$ cat src/rtl/fbsc_pkg.sv
// fbsc_pkg: shared constants and types for the frustum box/sphere cull block
// no dependencies; imported by every module under rtl
`timescale 1ns / 1ps

package fbsc_pkg;

    // plane register layout: a, b, c signed Q1.14 in the low three 16-bit fields, d Q8.8 on top
    localparam int NUM_PLANES  = 6;
    localparam int PLANE_W     = 64;
    localparam int COEF_W      = 16;
    localparam int COEF_FRAC   = 14;
    localparam int D_TERM_W    = COEF_W + COEF_FRAC;
    localparam int CFG_INDEX_W = 3;
    localparam int OUT_DATA_W  = 8;

    // test selector carried in tuser
    localparam logic KIND_BOX    = 1'b0;
    localparam logic KIND_SPHERE = 1'b1;

    // result codes
    typedef enum logic [1:0] {
        CLASS_OUTSIDE   = 2'd0,
        CLASS_INSIDE    = 2'd1,
        CLASS_INTERSECT = 2'd2
    } fbsc_class_t;

    // per-stage load strobes driven by the top-level pipeline control
    typedef struct packed {
        logic ld0;
        logic ld1;
        logic ld2;
    } fbsc_ld_t;

endpackage

$ cat src/rtl/fbsc_classify.sv
// fbsc_classify: final stage that merges the six plane signs into one class
// depends on fbsc_pkg (class codes, kind codes, plane count)
`timescale 1ns / 1ps

module fbsc_classify (
    input  logic                                  clk,
    input  logic                                  ld,
    input  logic                                  kind,
    input  logic [fbsc_pkg::NUM_PLANES-1:0]       far_neg,
    input  logic [fbsc_pkg::NUM_PLANES-1:0]       near_neg,
    output fbsc_pkg::fbsc_class_t                 cull_class
);
    import fbsc_pkg::*;

    fbsc_class_t class_next;
    fbsc_class_t class_reg;

    // outside wins, then a box straddling a plane
    always_comb
    begin
        if (|far_neg)
        begin
            class_next = CLASS_OUTSIDE;
        end
        else if ((kind == KIND_BOX) && (|near_neg))
        begin
            class_next = CLASS_INTERSECT;
        end
        else
        begin
            class_next = CLASS_INSIDE;
        end
    end

    always_ff @(posedge clk)
    begin
        if (ld)
        begin
            class_reg <= class_next;
        end
    end

    assign cull_class = class_reg;

endmodule

$ cat config.mk
export PLATFORM = sky130hd
export DESIGN_NAME = fbsc_classify
export DESIGN_NICKNAME = d
export VERILOG_FILES = /design/src/rtl/fbsc_pkg.sv /design/src/rtl/fbsc_classify.sv
export SDC_FILE = /design/constraint.sdc
export NUM_CORES = 1
export LEC_CHECK = 0
export BUFFER_PORTS_ARGS = -buffer_cell sky130_fd_sc_hd__buf_2
export CORE_AREA = 2 2 39 41
export CTS_CLUSTER_DIAMETER = 120
export CTS_CLUSTER_SIZE = 30
export DETAILED_ROUTE_END_ITERATION = 10
export DIE_AREA = 0 0 41 43
export GPL_ROUTABILITY_DRIVEN = 0
export PLACE_DENSITY = 0.36
export SETUP_SLACK_MARGIN = 0.4
export SLEW_MARGIN = 10
export SYNTH_ARGS = -nofsm -noshare
export SYNTH_HDL_FRONTEND = slang
export SYNTH_SLANG_ARGS = --single-unit
export TNS_END_PERCENT = 100
$ cat constraint.sdc
create_clock -name clk -period 1.1 [get_ports clk]
set_input_delay 0.055 -clock clk [delete_from_list [all_inputs] [get_ports clk]]
set_output_delay 0.055 -clock clk [all_outputs]
set_load 0.02 [all_outputs]
==> impl_metrics.yaml, run 1 <==
synthesis:
  synth_area_um2: 105
  yosysWarnings: 0
  seq_area_frac_synth_pct: 57.1
  ys_ff_latch: 2
  synth_fp_nets: 25
  syn_avg_cell_area_um2: 10.5
  postSynthCellCount: 10
  yosysUniqueCellTypes: 7
timing:
  min_period_ns: 0.780
  finalSetupViolations: 0
  fin_hold_ws_ns: 0.0571
  hold_violations: 0
  rsz0062_at_grt: "true"
  tightest_slew_ns: 0.243
  slew_headroom_pct: 83.6
  fin_tns_setup_ns: 0
  fin_crit_sh_pct: 70.9
  drv_slew: 0
  max_freq_mhz: 1280
floorplanning:
  initial_core_util_pct: 7.59
  core_um2: 1380
  fp.dieW_um: 41
  ios: 17
  row_count: 14
  die_y_um: 43
  die-area_um2: 1760
clock_tree:
  cts_resized: 0
  hold_buffers: 0
  cts_buffers: 3
  cts_setup_buffers: 0
  clockRootBuffer: "clkbuf_4"
  cts_tree: "yes"
  cts.path.max_buffers: 2
  htree_levels: 1
  cts.sinks: 2
  clk_pin_slew_ns: 0.03
setup_path:
  cp_cell_sequence: "buf_2"
  crit_fanout: 1
  critPathLaunchType: "flop"
  path_class: "reg -> out"
  required_ns: 1.04
  cp_top_family: "flip-flops"
  cp_data_arrival_time_ns: 0.72
  end_kind: "output port"
  worst-path-stages: 1
  cp_slowest_cell: "edfxtp_1"
  crit_buf_inv: 1
  slowest_delay_ns: 0.34
final_layout:
  stdcell_area_um2: 236
  layout_common_cells: "buf_2, nor2_1, clkbuf_4"
  largest_reg_flops: 2
  nets: 46
  syn2layout_area_growth_pct: 125
  utilization_pct: 17.1
  final_common_cell: "buf_2"
  final_cells: 45
  drive_above_1_share_pct: 69.0
  antenna_cells: 0
place:
  dp.cells: 42
  port_buffers: 16
  placed_area_um2: 214
global_routing:
  grt_max_degree: 3
  gr-usage-all-layers_pct: 5.83
  grt.overflow.total: 0
  grt_pass1_wl_um: 538
  antenna_found_initial: 0
  first_global_vias: 115
worst_hold_path:
  whs_path_depth: 1
  holdCritPathClass: "in -> reg"
pwr:
  leakage_uw: 0.000108
  power_frac_seq_pct: 30.0
  sw_frac_of_total_pct: 21.5
  clkPwrFrac_pct: 54.5
  power_per_cell_area_nw_per_um2: 1260
  irDropWorstVdd_mv: 0.296
  comb_power_share_pct: 15.5
  power.internal_uw: 233
  p_switching_uw: 64.0
detailed_routing:
  routed_wl_um: 397
  drtIter0Drc: 11
  drc: 0
  postRouteAntennaNets: 0
  viasPerCell: 3.16
  num_vias: 142
  first_pass_iters: 2
  routedWlPerCell_um: 8.82
status:
  outcome: "finished, final reports clean"
job:
  maxCapViolCount: 0
==> kinds of logic (layout without fill, tap and decap cells) <==
kind of cell    Yosys count  in the layout  share of synthesized area, %
simple gates              7              7                          38.1
compound gates            1              1                          4.76
flops                     2              2                          57.1
buf+inv                   0             19                             0
==> synth_stat cells <==
cell | n | area share [%]
nand2_1 | 1 | 3.6
edfxtp_1 | 2 | 57
nor4_1 | 1 | 6.0
nor2b_1 | 1 | 6.0
nor4_2 | 1 | 12
nor2_1 | 3 | 11
a21oi_1 | 1 | 4.8
==> path summary, 6_finish.rpt <==
path / start / to / slack, ns
worst min-delay path: ld / cull_class[1] / 0.06
worst max-delay path: cull_class[0] / cull_class[0] / 0.32
==> power by group through the flow <==
| stage | registers [uW] | clock network (uW) | logic, uW |
|---|---|---|---|
| after global routing | 89.2 | 186 | 49.9 |
| final | 89.1 | 162 | 46.1 |
| after floorplan | 96.0 | 0 | 6.51 |
| after detailed placement | 90.1 | 0 | 46.5 |
| after global placement | 90.0 | 0 | 47.4 |
| after CTS | 89.1 | 174 | 46.5 |
==> per-stage QoR <==
step,total power [uW],setup WS [ns]
final,297,0.320
after global placement,137,0.187
after CTS,310,0.305
after detailed placement,137,0.202
after global routing,325,0.288
after floorplan,103,0.341
==> per-layer routing <==
layer / global-route usage, % / part of all wire (%)
met2: 3.13 / 19
met3: 6.28 / 26
met4: 6.00 / 0
met5: 0 / 0
met1: 8.71 / 54
==> area by class of cell <==
| cell class | instances | area [um^2] |
|---|---|---|
| clock buffers | 3 | 22.5 |
| fillers | 153 | 1150 |
| multi-input cells | 8 | 53.8 |
| flip-flops and latches | 2 | 60.1 |
| well taps | 16 | 20.0 |
| repair buffers | 16 | 80.1 |
(Power assumes the default switching activity.)
==> inputs of run 2 (changes only) <==
==> constraint.sdc (replaced) <==
create_clock -name clk -period 0.8 [get_ports clk]
set_input_delay 0.04 -clock clk [delete_from_list [all_inputs] [get_ports clk]]
set_output_delay 0.04 -clock clk [all_outputs]
set_load 0.02 [all_outputs]
==> run 2 against run 1 <==
Net effect: final area up 19%; critical path depth unchanged; combinational power increased by 83%; clock-buffer cell count unchanged; wire length grew 5.3%; flip-flop and latch count unchanged; sequential share of layout area decreased by 4.1 points; total power up 44%; final cell count stayed put; core utilization rose by 3.3 points; largest power group unchanged.
==> impl_metrics.yaml, run 2 (synthesis results as in run 1) <==
global_routing:
  first_global_vias: 137
  antenna_found_initial: 0
  grt.overflow.total: 0
  gr-usage-all-layers_pct: 6.73
  grt_pass1_wl_um: 614
  grt_max_degree: 3
timing:
  rsz0062_at_grt: "true"
  finalSetupViolations: 0
  drv_slew: 0
  tightest_slew_ns: 0.206
  fin_hold_ws_ns: 0.0433
  hold_violations: 0
  fin_tns_setup_ns: 0
  fin_crit_sh_pct: 96.4
  max_freq_mhz: 1300
  min_period_ns: 0.771
  slew_headroom_pct: 86.1
setup_path:
  cp_cell_sequence: "buf_6"
  critPathLaunchType: "flop"
  cp_data_arrival_time_ns: 0.73
  path_class: "reg -> out"
  slowest_delay_ns: 0.37
  required_ns: 0.76
  crit_fanout: 1
  crit_buf_inv: 1
  cp_slowest_cell: "edfxtp_1"
  end_kind: "output port"
  cp_top_family: "flip-flops"
clock_tree:
  cts_buffers: 3
  htree_levels: 1
  clockRootBuffer: "clkbuf_4"
  hold_buffers: 0
  cts_tree: "yes"
  cts.path.max_buffers: 2
  cts.sinks: 2
  clk_pin_slew_ns: 0.03
floorplanning:
  die-area_um2: 1760
  die_y_um: 43
  fp.dieW_um: 41
  initial_core_util_pct: 7.59
  ios: 17
  core_um2: 1380
  row_count: 14
detailed_routing:
  first_pass_iters: 1
  routedWlPerCell_um: 9.29
  drc: 0
  drtIter0Drc: 0
  viasPerCell: 3.24
  routed_wl_um: 418
  postRouteAntennaNets: 0
  num_vias: 146
job:
  maxCapViolCount: 0
pwr:
  p_switching_uw: 88.8
  power_per_cell_area_nw_per_um2: 1520
  power.internal_uw: 339
  finalPower_uw: 428
  power_frac_seq_pct: 29.0
  clkPwrFrac_pct: 51.3
  irDropWorstVdd_mv: 0.324
  sw_frac_of_total_pct: 20.8
  leakage_uw: 0.000120
  comb_power_share_pct: 19.7
final_layout:
  final_cells: 45
  nFillCells: 148
  layout_common_cells: "buf_2, buf_6, nor2_1, clkbuf_4, edfxtp_1"
  nets: 46
  drive_above_1_share_pct: 75.9
  antenna_cells: 0
  syn2layout_area_growth_pct: 168
  largest_reg_flops: 2
  final_common_cell: "buf_2"
  stdcell_area_um2: 282
place:
  dp.cells: 42
  placed_area_um2: 220
  port_buffers: 16
  place.detailed.hpwl_um: 359
status:
  outcome: "finished, final reports clean"
worst_hold_path:
  holdCritPathClass: "in -> reg"
## run 2: cell count changes in the layout (fill, tap and decap cells not counted)
cell | before | now
a21oi_2 | 0 | 1
a21oi_1 | 1 | 0
buf_8 | 0 | 1
nor4_1 | 1 | 0
buf_2 | 16 | 11
buf_6 | 0 | 4
nor4_2 | 0 | 1
## run 2: cell type report
cell class	instances	area, um^2	share of cell area (%)
multi-input combinational	8	63.8	22.7
sequential	2	60.1	21.3
clock buffer	3	22.5	8.00
timing repair buffer	16	115	40.9
tap	16	20.0	7.11
## run 2: path summary, 6_finish.rpt
| path | slack, ns | endpoint | start | depth (start not counted) |
|---|---|---|---|---|
| setup / recovery | 0.03 | cull_class[0] | cull_class[0] | 1 |
| hold / removal | 0.04 | cull_class[0] | ld | 1 |
## run 2: what timing repair did
action	4_1_cts	5_1_grt
pin swaps	2	4
setup buffers	0	0
endpoints found under the setup margin	4	4
gates resized for setup	3	7
## run 2: power by group through the flow
stage          sequential (uW)  combinational [uW]  clock (uW)
6_report                   124                84.3         219
5_1_grt                    125                91.8         269
4_1_cts                    123                71.9         236
3_5_place_dp               124                66.2           0
3_3_place_gp               124                65.0           0
2_1_floorplan              132                9.56           0
## run 2: metal layers
layer / global-route usage [%] / wire length, um / vias up
li1: - / - / 76
met1: 9.35 / 227 / 53
met2: 3.44 / 105 / 17
met3: 7.85 / 85 / 0
met4: 8.00 / 0 / 0
met5: 0 / 0 / -
## run 2: per-stage QoR
step                      setup slack (ns)  utilization [%]
after CTS                           0.0138             18.3
after global routing               -0.0304             20.3
after global placement             -0.0807             15.9
after floorplan                     0.0556                -
after detailed placement           -0.0927             15.9
final                               0.0286             20.3
