==> src/rtl/fbsc_pkg.sv <==
// fbsc_pkg: shared constants and types for the frustum box/sphere cull block
// no dependencies; imported by every module under rtl
`timescale 1ns / 1ps

package fbsc_pkg;

    // plane register layout: a, b, c signed Q1.14 in the low three 16-bit fields, d Q8.8 on top
    localparam int NUM_PLANES  = 6;
    localparam int PLANE_W     = 64;
    localparam int COEF_W      = 16;
    localparam int COEF_FRAC   = 14;
    localparam int D_TERM_W    = COEF_W + COEF_FRAC;
    localparam int CFG_INDEX_W = 3;
    localparam int OUT_DATA_W  = 8;

    // test selector carried in tuser
    localparam logic KIND_BOX    = 1'b0;
    localparam logic KIND_SPHERE = 1'b1;

    // result codes
    typedef enum logic [1:0] {
        CLASS_OUTSIDE   = 2'd0,
        CLASS_INSIDE    = 2'd1,
        CLASS_INTERSECT = 2'd2
    } fbsc_class_t;

    // per-stage load strobes driven by the top-level pipeline control
    typedef struct packed {
        logic ld0;
        logic ld1;
        logic ld2;
    } fbsc_ld_t;

endpackage

==> src/rtl/fbsc_plane.sv <==
// fbsc_plane: three-stage signed distance test of one item against one plane
// depends on fbsc_pkg (load strobes, coefficient layout, kind codes)
`timescale 1ns / 1ps

module fbsc_plane #(
    parameter int COORD_WIDTH = 16
) (
    input  logic                                     clk,
    input  fbsc_pkg::fbsc_ld_t                       ld,
    input  logic                                     kind,
    input  logic [2:0][COORD_WIDTH-1:0]              box_min,
    input  logic [2:0][COORD_WIDTH-1:0]              box_max,
    input  logic [2:0][COORD_WIDTH-1:0]              center,
    input  logic [COORD_WIDTH-2:0]                   radius,
    input  logic [fbsc_pkg::PLANE_W-1:0]             plane,
    output logic                                     far_neg,
    output logic                                     near_neg
);
    import fbsc_pkg::*;

    localparam int PROD_W = COORD_WIDTH + COEF_W;
    localparam int ACC_W  = ((PROD_W > D_TERM_W) ? PROD_W : D_TERM_W) + 4;

    logic [2:0][COORD_WIDTH-1:0] far_next;
    logic [2:0][COORD_WIDTH-1:0] near_next;
    logic [2:0][COORD_WIDTH-1:0] far_reg;
    logic [2:0][COORD_WIDTH-1:0] near_reg;
    logic [ACC_W-1:0]            d_term;
    logic [ACC_W-1:0]            rad_term;
    logic [ACC_W-1:0]            off_next;
    logic [ACC_W-1:0]            off_s0_reg;
    logic [ACC_W-1:0]            off_s1_reg;
    logic [2:0][PROD_W-1:0]      prod_far_next;
    logic [2:0][PROD_W-1:0]      prod_near_next;
    logic [2:0][PROD_W-1:0]      prod_far_reg;
    logic [2:0][PROD_W-1:0]      prod_near_reg;
    logic [ACC_W-1:0]            sum_far;
    logic [ACC_W-1:0]            sum_near;
    logic                        far_neg_reg;
    logic                        near_neg_reg;

    // d and radius scaled to the product grid (2^22)
    assign d_term   = {{(ACC_W-D_TERM_W){plane[PLANE_W-1]}},
                       plane[PLANE_W-1 -: COEF_W], {COEF_FRAC{1'b0}}};
    assign rad_term = {{(ACC_W-COORD_WIDTH-COEF_FRAC+1){1'b0}}, radius, {COEF_FRAC{1'b0}}};

    // stage 0: pick far and near vertex from the normal sign bits; a sphere uses its center and adds its radius to d
    always_comb
    begin
        for (int k = 0; k < 3; k++)
        begin
            if (plane[COEF_W*k + COEF_W-1])
            begin
                far_next[k]  = box_min[k];
                near_next[k] = box_max[k];
            end
            else
            begin
                far_next[k]  = box_max[k];
                near_next[k] = box_min[k];
            end
            if (kind == KIND_SPHERE)
            begin
                far_next[k] = center[k];
            end
        end
        off_next = (kind == KIND_SPHERE) ? (d_term + rad_term) : d_term;
    end

    always_ff @(posedge clk)
    begin
        if (ld.ld0)
        begin
            far_reg    <= far_next;
            near_reg   <= near_next;
            off_s0_reg <= off_next;
        end
    end

    // stage 1: six coefficient products
    always_comb
    begin
        for (int k = 0; k < 3; k++)
        begin
            prod_far_next[k]  = $signed(far_reg[k])  * $signed(plane[COEF_W*k +: COEF_W]);
            prod_near_next[k] = $signed(near_reg[k]) * $signed(plane[COEF_W*k +: COEF_W]);
        end
    end

    always_ff @(posedge clk)
    begin
        if (ld.ld1)
        begin
            prod_far_reg  <= prod_far_next;
            prod_near_reg <= prod_near_next;
            off_s1_reg    <= off_s0_reg;
        end
    end

    // stage 2: full-precision sums, keep only the sign
    always_comb
    begin
        sum_far  = off_s1_reg;
        sum_near = d_term;
        for (int k = 0; k < 3; k++)
        begin
            sum_far  = sum_far  + {{(ACC_W-PROD_W){prod_far_reg[k][PROD_W-1]}},
                                   prod_far_reg[k]};
            sum_near = sum_near + {{(ACC_W-PROD_W){prod_near_reg[k][PROD_W-1]}},
                                   prod_near_reg[k]};
        end
    end

    always_ff @(posedge clk)
    begin
        if (ld.ld2)
        begin
            far_neg_reg  <= sum_far[ACC_W-1];
            near_neg_reg <= sum_near[ACC_W-1];
        end
    end

    assign far_neg  = far_neg_reg;
    assign near_neg = near_neg_reg;

endmodule

==> config.mk <==
export PLATFORM = sky130hd
export DESIGN_NAME = fbsc_plane
export DESIGN_NICKNAME = d
export VERILOG_FILES = /design/src/rtl/fbsc_pkg.sv /design/src/rtl/fbsc_plane.sv
export SDC_FILE = /design/constraint.sdc
export NUM_CORES = 2
export LEC_CHECK = 0
export BUFFER_PORTS_ARGS = -buffer_cell sky130_fd_sc_hd__buf_2
export CORE_ASPECT_RATIO = 0.6
export CORE_MARGIN = 3
export CORE_UTILIZATION = 58
export DETAILED_ROUTE_END_ITERATION = 12
export PLACE_DENSITY_LB_ADDON = 0.15
export RECOVER_POWER = 100
export SYNTH_ARGS = -nofsm -noshare
export SYNTH_HDL_FRONTEND = slang
export SYNTH_SLANG_ARGS = --single-unit
==> constraint.sdc <==
create_clock -name clk -period 7 [get_ports clk]
set_input_delay 0.7 -clock clk [delete_from_list [all_inputs] [get_ports clk]]
set_output_delay 0.7 -clock clk [all_outputs]
set_load 0.03 [all_outputs]
==> results.sh <==
export IMPL_grt_pass1_vias=56400
export IMPL_synthTopCellsByArea="fa_1 45%, edfxtp_1 13%, ha_1 10%"
export IMPL_drtPass1Iterations=6
export IMPL_status="finished with violations"
export IMPL_finalSetupViolCount=0
export IMPL_holdPathStages=3
export IMPL_synth_seq_cells=324
export IMPL_dieWidth_um=468
export IMPL_clock_sinks=324
export IMPL_critPathCaptureType="register"
export IMPL_avgSynthCellArea_sq_um=10.0
export IMPL_remaining_drc_errors=0
export IMPL_syn_instance_count=7411
export IMPL_vias=52900
export IMPL_violations="capacitance limit, slew limit"
export IMPL_critPathKind="reg2reg"
export IMPL_ff2ff_setup_slack_ps=200
export IMPL_r2r_start="near_reg[3]"
export IMPL_synth_top_cell_area_share_pct=45.1
export IMPL_dieArea_sq_um=133000
export IMPL_syn_area_sq_um=74300
export IMPL_cap_violations=7
export IMPL_hpwlAfterDp_um=171000
export IMPL_portBuffers=229
export IMPL_rr_endpoint="prod_near_reg[30]"
export IMPL_final_hold_viol_count=0
export IMPL_grt_pass1_wl_um=324000
export IMPL_clock_skew_ps=54.6
export IMPL_die_height_um=283
export IMPL_required_ps=7330
export IMPL_numCtsBuffers=40
export IMPL_nFillCells=10300
export IMPL_arrival_ps=7130
export IMPL_critPathLaunchType="register"
export IMPL_clkSlewWorstSetupHoldPaths_ps=80
export IMPL_antenna_found_initial=16
export IMPL_drt_initial_drc_count=4368
export IMPL_grt_use_total_pct=31.7
export IMPL_ys_flop_type="edfxtp_1"
export IMPL_fin_crit_sh_pct=97.1
export IMPL_whs_endpoint="far_reg[34]"
export IMPL_worst_pin_slew_ps=4210
export IMPL_grt_max_degree=148
export IMPL_min_from="center[34]"
export IMPL_cts_tree="done"
export IMPL_placed_area_sq_um=80300
export IMPL_area_delta_synth_final_pct=10.4
export IMPL_routed_via_density=5.49
export IMPL_synth_edf_count=324
export IMPL_crit_fanout=16
export IMPL_clk_path_buf_depth=3
export IMPL_ys_types=69
export IMPL_postRouteAntennaNets=0
export IMPL_max_freq_mhz=147
export IMPL_synth_largest_area_cell="fa_1"
export IMPL_synthMostInstantiatedCell="inv_1"
export IMPL_syn_nets=9907
export IMPL_hp_class="in2reg"
export IMPL_async_reset_ff_share_pct=0
export IMPL_nNetsFinal=10400
export IMPL_final_cell_area_sq_um=82000
export IMPL_min_period_ps=6800
export IMPL_relSlewSlack_pct=-181
export IMPL_yosysWarnings=0
export IMPL_std_cell_rows=101
export IMPL_wl_per_cell_um=20.9
export IMPL_io_pins=230
export IMPL_cts_hold_buf=0
export IMPL_cts_root_buf="clkbuf_16"
export IMPL_finalMaxSlewViolations=464
export IMPL_routed_wl_um=201000
export IMPL_grt_overflow_total=0
export IMPL_rr_worst_depth=19
export IMPL_clk_latency_ps=630
export IMPL_drive_gt1_share_pct=10.0
export IMPL_synth_common_cells="1740 x inv_1, 1673 x fa_1, 825 x nand2_1"
export IMPL_coreArea_sq_um=127000
export IMPL_place_congestion=0.950
export IMPL_seq_area_frac_synth_pct=13.1
export IMPL_h_tree_depth=2
export IMPL_start_util_pct=58.6
==> layout by cell type, fill, tap and decap left out, types with 157 or more instances in the layout <==
master / instances
ha_1: 593
edfxtp_1: 324
nor2_1: 157
buf_2: 220
fa_1: 1671
a21oi_1: 160
xnor2_1: 178
buf_4: 408
nand2_1: 825
and2_1: 710
inv_1: 1740
==> stage by stage <==
| step | setup TNS, ps | utilization [%] | hold slack [ps] | instances | setup slack (ps) |
|---|---|---|---|---|---|
| 2_1_floorplan | 0 | - | 400 | 7411 | 299 |
| 3_3_place_gp | -783 | 63.3 | 405 | 9507 | -333 |
| 3_5_place_dp | -1250 | 63.3 | 407 | 9507 | -340 |
| 4_1_cts | 0 | 64.4 | 274 | 9582 | 20.5 |
| 5_1_grt | -17.5 | 64.7 | 330 | 9634 | -17.5 |
| 6_report | 0 | 64.7 | 346 | 9636 | 201 |
==> cell families (layout without fill, tap and decap cells) <==
| kind of cell | Yosys count | after routing | synth area share [%] |
|---|---|---|---|
| XOR/XNOR | 219 | 219 | 2.58 |
| AND/OR/NAND/NOR | 1935 | 1935 | 12.9 |
| buffers and inverters | 2014 | 2529 | 10.2 |
| flip-flops | 324 | 324 | 13.1 |
| AO/OA/AOI/OAI | 548 | 548 | 4.64 |
| multiplexers | 103 | 103 | 1.48 |
| adder cells (fa/ha/maj) | 2268 | 2268 | 55.1 |
| other | 0 | 11 | 0 |
==> worst max-delay path, stage by stage (launching register included) <==
cell and delay, ps:
edfxtp_1 710, and2_1 320, fa_1 470, inv_1 50, fa_1 410, fa_1 470
fa_1 510, inv_1 60, fa_1 550, fa_1 410, ha_1 310, and4_2 250
a221o_1 330, a41o_1 220, a21oi_1 220, o21ai_0 170, a311o_1 320, a31o_1 270
a311oi_1 320, xnor2_1 110
==> timing repair <==
item / 4_1_cts / 5_1_grt
resized for setup: 1 / 17
setup endpoints to repair: 2 / 19
pin swaps: 0 / 2
buffers inserted: 2 / 43
hold endpoints to repair: 0 / 0
==> per-layer routing <==
layer | global-route usage, % | wire, um | up-vias
li1 | - | - | 23200
met1 | 51.2 | 92000 | 27000
met2 | 43.1 | 80900 | 2432
met3 | 8.61 | 24600 | 234
met4 | 5.38 | 3850 | 4
met5 | 0 | 27 | -
==> worst max path at each step <==
stage	startpoint	end	slack, ps	depth (start not counted)
2_1_floorplan	plane[1]	prod_near_reg[31]	300	21
3_5_place_dp	plane[20]	prod_far_reg[57]	-340	25
3_3_place_gp	plane[20]	prod_far_reg[57]	-330	25
6_report	near_reg[3]	prod_near_reg[30]	200	19
5_1_grt	far_reg[23]	prod_far_reg[63]	-20	23
4_1_cts	near_reg[41]	prod_near_reg[95]	20	22
==> cell type report <==
| type | instances | area, sq um | area share (%) |
|---|---|---|---|
| Sequential cell | 324 | 9730 | 11.9 |
| Inverter | 1740 | 6530 | 7.97 |
| Clock buffer | 48 | 1050 | 1.28 |
| Clock inverter | 25 | 320 | 0.391 |
| Multi-Input combinational cell | 5073 | 57000 | 69.6 |
| Tap cell | 1699 | 2130 | 2.59 |
| Timing Repair Buffer | 716 | 5170 | 6.30 |
| Antenna cell | 11 | 27.5 | 0.0336 |
Power is not shown: default switching activity piles up to over one toggle a cycle in this logic, so the estimate is an artifact.
